## src/hdl/dpc_pkg.sv

```systemverilog
// ----------------------------------------------------------------------------
// dpc_pkg
// shared types, widths and register codes for the depth pixel to point block
// ----------------------------------------------------------------------------
package dpc_pkg;

    localparam int IMAGE_DIM    = 2048;
    localparam int COORD_W      = $clog2(IMAGE_DIM);
    localparam int DEPTH_W      = 16;
    localparam int COLOR_W      = 8;
    localparam int FOCAL_W      = 24;
    localparam int CENTER_W     = 16;
    localparam int FACTOR_W     = 24;
    localparam int BOUND_W      = 32;
    localparam int CROP_FIELD_W = 16;
    localparam int POINT_W      = 32;
    localparam int CFG_ADDR_W   = 3;
    localparam int CFG_DATA_W   = 64;

    // raw depth times factor, rounded from Q.24 down to Q.16
    localparam int PROD_W       = DEPTH_W + FACTOR_W;
    localparam int Z_SHIFT      = 8;

    // lateral path widths
    localparam int CENTER_FRAC  = 4;
    localparam int MAG_W        = (COORD_W + CENTER_FRAC > CENTER_W) ?
                                  COORD_W + CENTER_FRAC : CENTER_W;
    localparam int T_W          = MAG_W + FOCAL_W;
    localparam int TL_W         = 20;
    localparam int TH_W         = T_W - TL_W;
    localparam int PHI_W        = POINT_W + TH_W;
    localparam int PLO_W        = POINT_W + TL_W;

    localparam logic [FOCAL_W-1:0]  RST_INV_FOCAL_X  = FOCAL_W'(31960);
    localparam logic [FOCAL_W-1:0]  RST_INV_FOCAL_Y  = FOCAL_W'(31960);
    localparam logic [CENTER_W-1:0] RST_CENTER_X     = CENTER_W'(5120);
    localparam logic [CENTER_W-1:0] RST_CENTER_Y     = CENTER_W'(3840);
    localparam logic [FACTOR_W-1:0] RST_DEPTH_FACTOR = FACTOR_W'(16777);
    localparam logic [BOUND_W-1:0]  RST_MIN_DEPTH    = BOUND_W'(32768);
    localparam logic [BOUND_W-1:0]  RST_MAX_DEPTH    = BOUND_W'(425984);

    typedef enum logic [CFG_ADDR_W-1:0] {
        REG_INV_FOCAL_X  = 3'd0,
        REG_INV_FOCAL_Y  = 3'd1,
        REG_CENTER_X     = 3'd2,
        REG_CENTER_Y     = 3'd3,
        REG_DEPTH_FACTOR = 3'd4,
        REG_MIN_DEPTH    = 3'd5,
        REG_MAX_DEPTH    = 3'd6,
        REG_CROP_WINDOW  = 3'd7
    } cfg_index_t;

    typedef struct packed {
        logic [COORD_W-1:0] pixel_col;
        logic [COORD_W-1:0] pixel_row;
        logic [DEPTH_W-1:0] depth_raw;
        logic [COLOR_W-1:0] red;
        logic [COLOR_W-1:0] green;
        logic [COLOR_W-1:0] blue;
    } pixel_t;

    typedef struct packed {
        logic signed [POINT_W-1:0] point_x;
        logic signed [POINT_W-1:0] point_y;
        logic [POINT_W-1:0]        point_z;
        logic [COLOR_W-1:0]        point_red;
        logic [COLOR_W-1:0]        point_green;
        logic [COLOR_W-1:0]        point_blue;
    } point_t;

    typedef struct packed {
        logic [FOCAL_W-1:0]      inv_focal_x;
        logic [FOCAL_W-1:0]      inv_focal_y;
        logic [CENTER_W-1:0]     center_x;
        logic [CENTER_W-1:0]     center_y;
        logic [FACTOR_W-1:0]     depth_factor;
        logic [BOUND_W-1:0]      min_depth;
        logic [BOUND_W-1:0]      max_depth;
        logic [CROP_FIELD_W-1:0] row_hi;
        logic [CROP_FIELD_W-1:0] row_lo;
        logic [CROP_FIELD_W-1:0] col_hi;
        logic [CROP_FIELD_W-1:0] col_lo;
    } cfg_t;

    typedef struct packed {
        logic [COLOR_W-1:0] red;
        logic [COLOR_W-1:0] green;
        logic [COLOR_W-1:0] blue;
    } color_t;

endpackage

```

## src/hdl/dpc_cfg.sv

```systemverilog
// ----------------------------------------------------------------------------
// dpc_cfg
// configuration register file, plain indexed write port
// ----------------------------------------------------------------------------
module dpc_cfg
    import dpc_pkg::*;
(
    input  logic                  clk,
    input  logic                  rst_n,
    input  logic                  cfg_wr,
    input  logic [CFG_ADDR_W-1:0] cfg_addr,
    input  logic [CFG_DATA_W-1:0] cfg_data,
    output cfg_t                  cfg
);

    cfg_t cfg_reg;
    cfg_t cfg_next;

    always_comb
    begin
        cfg_next = cfg_reg;
        if (cfg_wr)
        begin
            case (cfg_addr)
                REG_INV_FOCAL_X:  cfg_next.inv_focal_x  = cfg_data[FOCAL_W-1:0];
                REG_INV_FOCAL_Y:  cfg_next.inv_focal_y  = cfg_data[FOCAL_W-1:0];
                REG_CENTER_X:     cfg_next.center_x     = cfg_data[CENTER_W-1:0];
                REG_CENTER_Y:     cfg_next.center_y     = cfg_data[CENTER_W-1:0];
                REG_DEPTH_FACTOR: cfg_next.depth_factor = cfg_data[FACTOR_W-1:0];
                REG_MIN_DEPTH:    cfg_next.min_depth    = cfg_data[BOUND_W-1:0];
                REG_MAX_DEPTH:    cfg_next.max_depth    = cfg_data[BOUND_W-1:0];
                REG_CROP_WINDOW:
                begin
                    cfg_next.col_lo = cfg_data[CROP_FIELD_W-1:0];
                    cfg_next.col_hi = cfg_data[2*CROP_FIELD_W-1:CROP_FIELD_W];
                    cfg_next.row_lo = cfg_data[3*CROP_FIELD_W-1:2*CROP_FIELD_W];
                    cfg_next.row_hi = cfg_data[4*CROP_FIELD_W-1:3*CROP_FIELD_W];
                end
                default: cfg_next = cfg_reg;
            endcase
        end
    end

    always_ff @(posedge clk or negedge rst_n)
    begin
        if (!rst_n)
        begin
            cfg_reg.inv_focal_x  <= RST_INV_FOCAL_X;
            cfg_reg.inv_focal_y  <= RST_INV_FOCAL_Y;
            cfg_reg.center_x     <= RST_CENTER_X;
            cfg_reg.center_y     <= RST_CENTER_Y;
            cfg_reg.depth_factor <= RST_DEPTH_FACTOR;
            cfg_reg.min_depth    <= RST_MIN_DEPTH;
            cfg_reg.max_depth    <= RST_MAX_DEPTH;
            cfg_reg.row_hi       <= '0;
            cfg_reg.row_lo       <= '0;
            cfg_reg.col_hi       <= '0;
            cfg_reg.col_lo       <= '0;
        end
        else
        begin
            cfg_reg <= cfg_next;
        end
    end

    assign cfg = cfg_reg;

endmodule

```

## config.mk

```make
export PLATFORM = sky130hd
export DESIGN_NAME = dpc_cfg
export DESIGN_NICKNAME = d
export VERILOG_FILES = /design/src/hdl/dpc_pkg.sv /design/src/hdl/dpc_cfg.sv
export SDC_FILE = /design/constraint.sdc
export NUM_CORES = 1
export LEC_CHECK = 0
export BUFFER_PORTS_ARGS = -buffer_cell sky130_fd_sc_hd__buf_2
export CAP_MARGIN = 20
export CORE_UTILIZATION = 40
export DETAILED_ROUTE_END_ITERATION = 8
export GPL_TIMING_DRIVEN = 0
export PLACE_DENSITY = 0.76
export SYNTH_ARGS = -nofsm -noshare
export SYNTH_HDL_FRONTEND = slang
export SYNTH_SLANG_ARGS = --single-unit
```

## constraint.sdc

```tcl
create_clock -name clk -period 1.19 [get_ports clk]
set_input_delay 0.0595 -clock clk [delete_from_list [all_inputs] [get_ports clk]]
set_output_delay 0.0595 -clock clk [all_outputs]
set_load 0.01 [all_outputs]
```

# [After elaboration in Yosys (flattened, before gate mapping)]
# Index checks and enable logic that the tools add are counted.
[word_totals] regBits=232 input_bits=70 output_inout_bits=232
[classes] eq_ne=7 n_reduce_logical=9
[op_table] cell="AND reduction 2 bit" count=8
[op_table] cell="== test 3 bit, second input constant" count=4
[op_table] cell="== test 3 x 2 -> 1 bit, second input constant" count=2
[op_table] cell="== test 3 x 1 -> 1 bit, second input constant" count=1
[op_table] cell="logical NOT 3 bit" count=1

# [Depth between registers and ports, before layout]
[logic_depth] ltp_word=2 ltp_mapped=5 ltp_nobuf=2

# [Worst setup path after synthesis]
# OpenSTA, ideal clock, no wires.
[synth_timing] path_type="input port to flip-flop" startpoint="input cfg_addr[0]" endpoint="register cfg_reg (netlist bit cfg[223])" setup_ps=125 arrival_ps=1158 required_ps=1065 path_slack_ps=-92 stages=4 n_path_buf=2 cell_sequence="buf_4 -> nor4b_4 -> buf_6 -> mux2_2"
[synth_between] elab_chain_cells=2
[synth_lines] item="start: declaration" line_no="dpc_cfg.sv:11" rtl="input logic [CFG_ADDR_W-1:0] cfg_addr,"
[synth_lines] item="logical NOT 3 bit" line_no="dpc_cfg.sv:24" rtl="case (cfg_addr)"
[synth_lines] item="AND reduction 2 bit (no source line)"
[synth_lines] item="end signal: assignment" line_no="dpc_cfg.sv:62" rtl="cfg_reg <= cfg_next;"
[synth_lines] item="end: declaration" line_no="dpc_cfg.sv:16" rtl="cfg_t cfg_reg;"
# Every way passes these cells.
# A chain may end at the register's enable or synchronous reset.

# [Worst setup path after layout]
[layout_timing] startpoint="register cfg_reg (netlist bit cfg[128])" endpoint="output cfg[128] (netlist bit)"
[layout_lines] item="end: declaration" line_no="dpc_cfg.sv:13" rtl="output cfg_t cfg"
# No word-level cell between the ends.

==> metrics.md <==
| Metric | Value |
|---|---|
| Result of the run | `complete, but fails checks` |
| Violated checks | `hold timing, setup timing` |
| Yosys warns | `0` |
| Clock Skew | `0 ps` |
| Wire per inst | `18.8 um` |
| CTS tree | `done` |
| Grt total ovfl | `0` |
| Tmin final | `1210 ps` |
| Root buffer cell | `clkbuf_16` |
| Count of unique library cells instantiated by Yosys | `12` |
| RSZ-0062 raised after global routing | `yes` |
| Clock Sinks | `232` |
| Max-slew violation count | `0` |
| Die area | `22400 um^2` |
| Share of the synthesized area in the top cell type | `0.570` |
| Mapped Avg Cell Area | `17.5 um^2` |
| Vias/cell | `4.77` |
| Critical path's slowest cell | `dfstp_2` |
| Post-layout worst setup margin | `-16.0 ps` |
| Largest delay share family, worst path | `flip-flops` |
| Cell taking the most area after synthesis | `dfrtp_1` |
| Buffers on Ports | `297` |
| Drt first pass iters | `4` |
| CP Data Required Time | `1130 ps` |
| Row cnt | `53` |
| CP arrival | `1150 ps` |
| Synth Register Bits | `232` |
| Power density cells | `1910 nW/um^2` |
| Maximum vdd ir drop | `1320 uV` |
| Final Hold Fails | `83` |
| Worst slack, placed | `-342 ps` |
| Maxcap violations | `0` |
| Fin Hold WS | `-405 ps` |
| CP Capture Type | `primary output` |
| Met3 WL | `1.55 mm` |
| CP cell instances | `buf_6` |
| Die Width | `150 um` |
| Die Span Y | `150 um` |
| # hold bufs at CTS | `64` |
| Finished Layout Cells | `1181` |
| WL final | `22.2 mm` |
| DR WL met2 | `11.2 mm` |
| Tot GR Track Use | `0.194` |
| Worst setup SP type | `flip-flop` |
| Crit Path Max Fanout | `2` |
| Layout cells sized above 1 | `0.683` |
| CTS clk-pin slew, worst paths | `60 ps` |
| Starting Density | `0.412` |
| Final GP Congestion | `0.725` |
| Slew margin rel. | `0.439` |
| Detailed-route via count | `5635` |
| Top cells by area, synth | `dfrtp_1, mux2_2, dfstp_2, mux2_1, buf_2` |
| IO Pins | `302` |
| Fillers | `1640` |
| Antenna Violating Nets Remaining | `0` |
| Max reg flops | `232` |
| PnR Total Power | `23.8 mW` |
| Final period utilization | `1.01` |
| Initial DRC Count | `178` |
| CP max stage delay | `540 ps` |
| Syn Inst Count | `499` |
| Register area share after synthesis | `0.669` |
| Largest net degree at the start of global routing | `123` |
| Final setup viols | `23` |
| CTS Buffer Depth | `3` |
| Lkg Pwr | `5.97 nW` |
| Netlist Area Pre-Place | `8740 um^2` |
| Num CTS Buffers | `25` |
| First-pass GRT wire length | `33.6 mm` |
| Hold Path Class | `in2async` |
| DRC Markers | `0` |
| WS Path Type | `reg2out` |
| Worst-Margin Slew | `842 ps` |
| Initial antenna violation count | `0` |
| Syn nets | `569` |
| Total core area | `21200 um^2` |
| Setup TNS | `-105 ps` |
| Syn-to-layout area delta | `42.7%` |
| DP Cell Count | `1072` |
| H-tree lvl count | `1` |
| Vias in the first global route | `5960` |
| Met1 WL | `9.16 mm` |
| Latest clock arrival within the worst-skew pair | `500 ps` |
| DR top layer | `met4` |
| WP buf/inv | `1` |
| Max Fclk | `829 MHz` |
| ANT cells | `0` |
| Nets | `959` |
| Dpl hpwl | `14.5 mm` |
==> area by class of cell <==
cell class / count / area (um^2) / share of cell area
clock buffers: 40 / 722 / 0.0579
multi-input cells: 240 / 2900 / 0.233
clock inverters: 4 / 48.8 / 0.00391
well taps: 275 / 344 / 0.0276
repair buffers: 363 / 2380 / 0.191
flip-flops and latches: 232 / 5850 / 0.469
plain buffers: 27 / 229 / 0.0184
==> final timing paths <==
kind                             startpoint        to  slack (ps)  depth (start not counted)
worst max register to register     cfg[211]  cfg[211]         350                          2
min in group clk                cfg_addr[2]  cfg[218]           0                          3
worst max-delay path               cfg[128]  cfg[128]         -20                          1
worst min-delay path                  rst_n  cfg[100]        -410                          1
worst min register to register      cfg[60]   cfg[60]         480                          1
max in group asynchronous             rst_n  cfg[116]         530                          2
==> worst reg2reg max path, cell delays in order, from the launching register on <==
cell and delay, ps:
dfstp_2 540, buf_4 110, mux2_2 140
==> kinds of logic (layout without fill, tap and decap cells) <==
family	after synthesis	in the layout	share of synthesized area
muxes	232	232	0.299
DFF	232	232	0.669
buffers and inverters	27	434	0.0208
and+or+nand+nor	8	8	0.0113
==> metal layers <==
| layer | up-vias | GRT usage |
|---|---|---|
| met5 | - | 0 |
| met3 | 22 | 0.0488 |
| met1 | 2867 | 0.239 |
| met4 | 0 | 0.0439 |
| met2 | 190 | 0.340 |
| li1 | 2556 | - |
==> through the flow <==
step | util | cell area (um^2)
finish | 0.588 | 12500
global route | 0.588 | 12500
CTS | 0.588 | 12500
detailed placement | 0.511 | 10800
global placement | 0.509 | 10800
floorplan | - | 8970
==> synth_stat cells <==
cell,instances
buf_4,1
mux2_2,223
buf_2,19
nor4bb_1,3
mux2_1,9
nor4b_4,1
nand4_2,1
buf_6,7
dfrtp_1,199
nand4b_2,1
nand4b_1,2
dfstp_2,33
==> timing repair <==
item | 4_1_cts | 5_1_grt
resized for setup | 40 | 0
pin swaps | 0 | 0
hold endpoints to repair | 314 | 86
buffers inserted | 1 | 0
endpoints found under the setup margin | 33 | 33
==> layout by cell type, fill, tap and decap left out, drive strengths merged <==
cell type,instances
clkinv,2
dlygate4sd3,64
clkbuf,40
dfrtp,199
nor4bb,3
buf,326
nor4b,1
dfstp,33
nand4,1
nand4b,3
inv,1
bufinv,1
mux2,232
==> report_power, final <==
part	leakage, nW	switching, mW	internal (mW)
Clock	0.376	2.90	4.35
Sequential	2.73	0.928	9.82
Combinational	2.86	2.59	3.21
Total	5.97	6.42	17.4
No activity file was read; power rests on OpenSTA's default activity.
