<file path="src/hdl/dpc_pkg.sv">
// ----------------------------------------------------------------------------
// dpc_pkg
// shared types, widths and register codes for the depth pixel to point block
// ----------------------------------------------------------------------------
package dpc_pkg;

    localparam int IMAGE_DIM    = 2048;
    localparam int COORD_W      = $clog2(IMAGE_DIM);
    localparam int DEPTH_W      = 16;
    localparam int COLOR_W      = 8;
    localparam int FOCAL_W      = 24;
    localparam int CENTER_W     = 16;
    localparam int FACTOR_W     = 24;
    localparam int BOUND_W      = 32;
    localparam int CROP_FIELD_W = 16;
    localparam int POINT_W      = 32;
    localparam int CFG_ADDR_W   = 3;
    localparam int CFG_DATA_W   = 64;

    // raw depth times factor, rounded from Q.24 down to Q.16
    localparam int PROD_W       = DEPTH_W + FACTOR_W;
    localparam int Z_SHIFT      = 8;

    // lateral path widths
    localparam int CENTER_FRAC  = 4;
    localparam int MAG_W        = (COORD_W + CENTER_FRAC > CENTER_W) ?
                                  COORD_W + CENTER_FRAC : CENTER_W;
    localparam int T_W          = MAG_W + FOCAL_W;
    localparam int TL_W         = 20;
    localparam int TH_W         = T_W - TL_W;
    localparam int PHI_W        = POINT_W + TH_W;
    localparam int PLO_W        = POINT_W + TL_W;

    localparam logic [FOCAL_W-1:0]  RST_INV_FOCAL_X  = FOCAL_W'(31960);
    localparam logic [FOCAL_W-1:0]  RST_INV_FOCAL_Y  = FOCAL_W'(31960);
    localparam logic [CENTER_W-1:0] RST_CENTER_X     = CENTER_W'(5120);
    localparam logic [CENTER_W-1:0] RST_CENTER_Y     = CENTER_W'(3840);
    localparam logic [FACTOR_W-1:0] RST_DEPTH_FACTOR = FACTOR_W'(16777);
    localparam logic [BOUND_W-1:0]  RST_MIN_DEPTH    = BOUND_W'(32768);
    localparam logic [BOUND_W-1:0]  RST_MAX_DEPTH    = BOUND_W'(425984);

    typedef enum logic [CFG_ADDR_W-1:0] {
        REG_INV_FOCAL_X  = 3'd0,
        REG_INV_FOCAL_Y  = 3'd1,
        REG_CENTER_X     = 3'd2,
        REG_CENTER_Y     = 3'd3,
        REG_DEPTH_FACTOR = 3'd4,
        REG_MIN_DEPTH    = 3'd5,
        REG_MAX_DEPTH    = 3'd6,
        REG_CROP_WINDOW  = 3'd7
    } cfg_index_t;

    typedef struct packed {
        logic [COORD_W-1:0] pixel_col;
        logic [COORD_W-1:0] pixel_row;
        logic [DEPTH_W-1:0] depth_raw;
        logic [COLOR_W-1:0] red;
        logic [COLOR_W-1:0] green;
        logic [COLOR_W-1:0] blue;
    } pixel_t;

    typedef struct packed {
        logic signed [POINT_W-1:0] point_x;
        logic signed [POINT_W-1:0] point_y;
        logic [POINT_W-1:0]        point_z;
        logic [COLOR_W-1:0]        point_red;
        logic [COLOR_W-1:0]        point_green;
        logic [COLOR_W-1:0]        point_blue;
    } point_t;

    typedef struct packed {
        logic [FOCAL_W-1:0]      inv_focal_x;
        logic [FOCAL_W-1:0]      inv_focal_y;
        logic [CENTER_W-1:0]     center_x;
        logic [CENTER_W-1:0]     center_y;
        logic [FACTOR_W-1:0]     depth_factor;
        logic [BOUND_W-1:0]      min_depth;
        logic [BOUND_W-1:0]      max_depth;
        logic [CROP_FIELD_W-1:0] row_hi;
        logic [CROP_FIELD_W-1:0] row_lo;
        logic [CROP_FIELD_W-1:0] col_hi;
        logic [CROP_FIELD_W-1:0] col_lo;
    } cfg_t;

    typedef struct packed {
        logic [COLOR_W-1:0] red;
        logic [COLOR_W-1:0] green;
        logic [COLOR_W-1:0] blue;
    } color_t;

endpackage

</file>
<file path="src/hdl/dpc_lateral.sv">
// ----------------------------------------------------------------------------
// dpc_lateral
// four-stage lateral coordinate pipe: offset, scale by 1/f, scale by z, round
// ----------------------------------------------------------------------------
module dpc_lateral
    import dpc_pkg::*;
(
    input  logic                       clk,
    input  logic [COORD_W-1:0]         coord,
    input  logic [CENTER_W-1:0]        center,
    input  logic [FOCAL_W-1:0]         inv_focal,
    input  logic [POINT_W-1:0]         depth,
    output logic signed [POINT_W-1:0]  coord_out
);

    localparam int LO_W  = PLO_W + 1;
    localparam int SUM_W = PHI_W + 1;
    localparam int R_W   = SUM_W - Z_SHIFT;
    localparam int RND   = TL_W + Z_SHIFT - 1;

    localparam logic [POINT_W-1:0] POS_MAX = {1'b0, {(POINT_W-1){1'b1}}};
    localparam logic [POINT_W-1:0] NEG_MIN = {1'b1, {(POINT_W-1){1'b0}}};

    logic [MAG_W-1:0]   pos_q;
    logic [MAG_W-1:0]   ctr_q;
    logic               neg_s1;
    logic [MAG_W-1:0]   mag_s1;

    logic [MAG_W-1:0]   mag_reg;
    logic               neg1_reg;
    logic [T_W-1:0]     t_reg;
    logic               neg2_reg;
    logic [PHI_W-1:0]   phi_reg;
    logic [PLO_W-1:0]   plo_reg;
    logic               neg3_reg;
    logic [POINT_W-1:0] out_reg;

    logic [LO_W-1:0]    lo_sum;
    logic [SUM_W-1:0]   full_sum;
    logic [R_W-1:0]     mag_r;
    logic               over;
    logic [POINT_W-1:0] out_next;

    // stage 1: signed offset from principal point
    always_comb
    begin
        pos_q  = MAG_W'({coord, {CENTER_FRAC{1'b0}}});
        ctr_q  = MAG_W'(center);
        neg_s1 = pos_q < ctr_q;
        mag_s1 = neg_s1 ? (ctr_q - pos_q) : (pos_q - ctr_q);
    end

    // stage 4: round half away from zero, saturate, apply sign
    always_comb
    begin
        lo_sum   = LO_W'(plo_reg) + (LO_W'(1) << RND);
        full_sum = SUM_W'(phi_reg) + SUM_W'(lo_sum >> TL_W);
        mag_r    = full_sum[SUM_W-1:Z_SHIFT];
        over     = |mag_r[R_W-1:POINT_W-1];
        if (neg3_reg)
        begin
            out_next = over ? NEG_MIN : (POINT_W'(0) - mag_r[POINT_W-1:0]);
        end
        else
        begin
            out_next = over ? POS_MAX : mag_r[POINT_W-1:0];
        end
    end

    always_ff @(posedge clk)
    begin
        mag_reg  <= mag_s1;
        neg1_reg <= neg_s1;
        t_reg    <= T_W'(mag_reg) * T_W'(inv_focal);
        neg2_reg <= neg1_reg;
        phi_reg  <= PHI_W'(depth) * PHI_W'(t_reg[T_W-1:TL_W]);
        plo_reg  <= PLO_W'(depth) * PLO_W'(t_reg[TL_W-1:0]);
        neg3_reg <= neg2_reg;
        out_reg  <= out_next;
    end

    assign coord_out = out_reg;

endmodule

</file>
<file path="config.mk">
export PLATFORM = sky130hd
export DESIGN_NAME = dpc_lateral
export DESIGN_NICKNAME = d
export VERILOG_FILES = /design/src/hdl/dpc_pkg.sv /design/src/hdl/dpc_lateral.sv
export SDC_FILE = /design/constraint.sdc
export NUM_CORES = 2
export LEC_CHECK = 0
export BUFFER_PORTS_ARGS = -buffer_cell sky130_fd_sc_hd__buf_4
export CAP_MARGIN = 20
export CELL_PAD_IN_SITES_DETAIL_PLACEMENT = 1
export CELL_PAD_IN_SITES_GLOBAL_PLACEMENT = 1
export CORE_MARGIN = 10
export CORE_UTILIZATION = 52
export DETAILED_ROUTE_END_ITERATION = 8
export PLACE_DENSITY_LB_ADDON = 0.3
export SETUP_SLACK_MARGIN = 0.4
export SLEW_MARGIN = 15
export SYNTH_ARGS = -nofsm -noshare
export SYNTH_HDL_FRONTEND = slang
export SYNTH_SLANG_ARGS = --single-unit
</file>
<file path="constraint.sdc">
create_clock -name clk -period 8.12 [get_ports clk]
set_input_delay 0.406 -clock clk [delete_from_list [all_inputs] [get_ports clk]]
set_output_delay 0.406 -clock clk [all_outputs]
set_load 0.005 [all_outputs]
</file>
Word level (Yosys, flattened, before mapping)
Index checks and enable logic that the tools add are counted.

storage, ports and cells
  input bits = 84
  logic and storage cells = 22
  output and inout bits = 32
  register bits after elaboration = 195

cells by class
  muxes and demuxes = 4
  multiply operators = 3
  add/sub/neg operators = 5
  $lt $le $gt $ge = 1
  reduce and logical (&&, ||, !) cells = 1

operators with widths
  operator                                                              number
  32-bit by 20-bit multiplier with 52-bit output                        2
  32-bit two-way mux                                                    3
  52-bit by 28-bit adder with 53-bit output (second input constant)     1
  52-bit by 33-bit adder with 53-bit output                             1
  16-bit by 24-bit multiplier with 40-bit output                        1
  1-bit by 32-bit subtractor with 32-bit output (first input constant)  1
  15-bit by 16-bit < comparator with 1-bit output                       1
  16-bit two-way mux                                                    1
  15-bit by 16-bit subtractor with 16-bit output                        1
  16-bit by 15-bit subtractor with 16-bit output                        1
  14-bit OR reduction                                                   1

Logic depth before layout (Yosys ltp)
  depth in word-level cells = 5
  gate-level depth with buffers = 28
  depth with buffers taken out = 27

Worst setup path after synthesis
No wires, ideal clock.

  path kind = input to register
  from = in depth[7]
  to = reg plo_reg[51]
  library setup time = 0.072 ns
  stages on the path = 24
  path buffers = 1
  path slack = 0.716 ns
  data required time = 8.048 ns
  arrival time = 7.332 ns
  path through = clkbuf_1 -> nand2_1 -> fa_1 -> inv_1 -> fa_1 -> inv_1 -> fa_1 -> inv_1 -> fa_1 -> fa_1 -> fa_1 -> fa_1 -> ha_1 -> and4_1 -> and3_1 -> a221o_1 -> a21o_1 -> a2111o_1 -> a32oi_1 -> a211oi_1 -> o31a_1 -> a221o_1 -> a311oi_2 -> xnor2_1

between the ends
  longest elaborated chain between the ends = 1

ends and longest elaborated chain
  item                                            RTL line           RTL
  start, declared                                 dpc_lateral.sv:12  input logic [POINT_W-1:0] depth,
  32-bit by 20-bit multiplier with 52-bit output  dpc_lateral.sv:77  plo_reg <= PLO_W'(depth) * PLO_W'(t_reg[TL_W-1:0]);
  end signal, assigned                            dpc_lateral.sv:77
  end, declared                                   dpc_lateral.sv:34  logic [PLO_W-1:0] plo_reg;

Every way passes these cells.

Worst setup path in the final report
  from = reg t_reg[6]
  to = reg plo_reg[37]

between the ends
  longest elaborated chain between the ends = 1

ends and longest elaborated chain
  item                                            RTL line           RTL
  start, declared                                 dpc_lateral.sv:31  logic [T_W-1:0] t_reg;
  start signal, assigned                          dpc_lateral.sv:74  t_reg <= T_W'(mag_reg) * T_W'(inv_focal);
  32-bit by 20-bit multiplier with 52-bit output  dpc_lateral.sv:77

Every way passes these cells.

==> results.json <==
{
  "die_w_um": 360,
  "hold_path.class": "in2reg",
  "numPortBuffers": 115,
  "cts-root-buf": "clkbuf_16",
  "synth_commonest_cells": "inv_1 (1511), fa_1 (1378), nand2_1 (1076), and2_1 (716), ha_1 (490)",
  "cts_buffers": 17,
  "syn_area_um2": 60000,
  "synthAdderAreaFrac_pct": 56.2,
  "avgSynthCellArea_um2": 8.86,
  "synth_top_family_by_area": "adder cells",
  "end_kind": "flip-flop",
  "wire_per_inst_um": 22.9,
  "cpMaxStageDelayCell": "a2111oi_1",
  "die_area_um2": 129000,
  "synth_top_area_share_pct": 46.0,
  "crit_path_max_incr_delay_ns": 0.63,
  "grt-busiest-layer": "met2",
  "synthXorXnorAreaFrac_pct": 2.69,
  "overflow": 0,
  "fin_crit_ns": 7.58,
  "maxSlewHeadroom_pct": 23.3,
  "path_cells": "buf_4, buf_4, nand2_1, fa_1, inv_1, fa_1, inv_1, fa_1, inv_1, fa_1, fa_1, fa_1, inv_1, fa_1, inv_1, ha_1, nand4_1, a2111oi_1, a32oi_4, buf_4, a21oi_1, a21oi_1, o21bai_1, xor2_1",
  "synth_edf_count": 0,
  "async_flop_share_pct": 0,
  "crit_family": "adder cells",
  "holdWs_ns": 0.0584,
  "status": "finished, final reports clean",
  "r2r_slack_ns": 0.54,
  "crit_path_start_kind": "flip-flop",
  "first_iter_violations": 2571,
  "vias": 46244,
  "drt_pass1_iterations": 7,
  "htreeDepth": 4,
  "synth-simple-area-share_pct": 17.5,
  "maxCapViolations": 0,
  "worst_pin_slew_ns": 1.15,
  "grt_pass1_vias": 53895,
  "grt_max_degree": 62,
  "rows": 124,
  "grt_use_met3_pct": 5.62,
  "fmax_ghz": 0.132,
  "insertion_delay_ns": 0.55,
  "dpl_cell_area_um2": 62800,
  "ioPinCount": 116,
  "hpwlAfterDp_um": 156000,
  "rsz0062_at_grt": "true",
  "gp_congestion": 0.898,
  "synth.largest_area_cell": "fa_1",
  "ant_nets": 0,
  "critPathBufInv": 8,
  "yosysMostFrequentCell": "inv_1",
  "synth_seq_cells": 175,
  "critPathMaxFanout": 14,
  "clk_pin_slew_ns": 0.09,
  "synth_compound_area_share_pct": 5.69,
  "cts_sinks": 175,
  "finalSetupViolations": 0,
  "muxShareOfSynthArea_pct": 0.590,
  "finalMaxSlewViolations": 0,
  "grt_pass1_wl_um": 299000,
  "seq_area_frac_synth_pct": 5.84,
  "start_util_pct": 52.4,
  "ys_top_cells_by_area": "fa_1 (46%), ha_1 (10%), inv_1 (9.5%)",
  "largest_reg_flops": 52,
  "hold_viol": 0,
  "worstPathRequired_ns": 8.51,
  "wirelength_um": 189000,
  "timing.setup.tns_ns": 0,
  "skew_ns": 0.0273,
  "cts_buffer_depth": 2,
  "die_h_um": 360,
  "fin_area_um2": 63700,
  "grt_usage_pct": 29.5,
  "fin_util_pct": 55.6,
  "grt_util_met2_pct": 51.3,
  "synth_cell_type_count": 84,
  "antenna_found_initial": 10,
  "path_class": "reg2reg",
  "syn-instance-count": 6772,
  "worstPathArrival_ns": 7.97,
  "drcViolationCount": 0,
  "synth_warnings": 0,
  "syn_nets": 8724,
  "grtUsageMet1_pct": 34.6,
  "nNetsFinal": 8696,
  "drive_gt1_share_pct": 5.88,
  "syn2layout_area_growth_pct": 6.17,
  "tritoncts": "yes",
  "cpMostUsedCell": "fa_1",
  "finalCritPeriodShare_pct": 93.4,
  "coreArea_um2": 115000,
  "ys.flop_type": "dfxtp_1",
  "vias_per_cell": 5.59
}
[cell families after synthesis]
logic type      Yosys count
simple gates           2143
fa+ha+maj              1868
buf+inv                1842
compound gates          526
xor+xnor                184
flops                   175
mux                      34
[what timing repair did]
action,CTS,global route
pin swaps,0,12
gates resized for setup,18,41
endpoints found under the hold margin,1,0
setup endpoints to repair,23,26
hold buffers,1,0
setup buffers,0,7
[final cells by class]
type / instances / area [um2]
diodes: 2 / 5.00
clock inverters: 14 / 199
clock buffers: 18 / 429
inverters: 1513 / 5680
flip-flops and latches: 175 / 3550
well taps: 1512 / 1890
repair buffers: 282 / 2240
multi-input cells: 4755 / 49700
fillers: 13405 / 50800
[cell usage in the layout (no fill, tap or decap), types with 69 or more instances in the layout]
cell	count
inv_1	1511
fa_1	1377
nand2_1	1076
and2_1	716
ha_1	488
buf_4	268
a21oi_1	155
dfxtp_1	152
xnor2_1	129
nor2_1	103
o21ai_0	91
a21o_1	69
[through the flow]
stage / instances / setup WS [ns]
detailed placement: 8229 / -0.0408
global placement: 8229 / 0.152
finish: 8271 / 0.540
CTS: 8262 / 0.319
floorplan: 6772 / 0.716
global route: 8270 / 0.366
[metal layers]
metal | vias up | wire length (um)
li1 | 19944 | -
met1 | 24338 | 72800
met2 | 1426 | 94100
met3 | 524 | 11700
met4 | 12 | 10500
met5 | - | 62
[path summary, 6_finish.rpt]
| check | startpoint | to | cells past startpoint |
|---|---|---|---|
| worst max-delay path | t_reg[6]$_DFF_P_ | plo_reg[37]$_DFF_P_ | 24 |
| worst min-delay path | center[3] | mag_reg[3]$_DFF_P_ | 2 |
| worst max register to register | t_reg[6]$_DFF_P_ | plo_reg[37]$_DFF_P_ | 24 |
| worst min register to register | neg2_reg$_DFF_P_ | neg3_reg$_DFF_P_ | 0 |
[worst register-to-register path, stage by stage (launching register included)]
cell and delay [ns]:
dfxtp_4 0.45, buf_4 0.26, buf_4 0.22, nand2_1 0.10, fa_1 0.52, inv_1 0.06
fa_1 0.55, inv_1 0.06, fa_1 0.49, inv_1 0.06, fa_1 0.48, fa_1 0.52
fa_1 0.51, inv_1 0.06, fa_1 0.48, inv_1 0.04, ha_1 0.41, nand4_1 0.15
a2111oi_1 0.63, a32oi_4 0.15, buf_4 0.18, a21oi_1 0.23, a21oi_1 0.16, o21bai_1 0.17
xor2_1 0.49
Power is left out: the tool's default activity adds up to more than one toggle a clock period on the data nets, which glitch-free logic cannot reach.
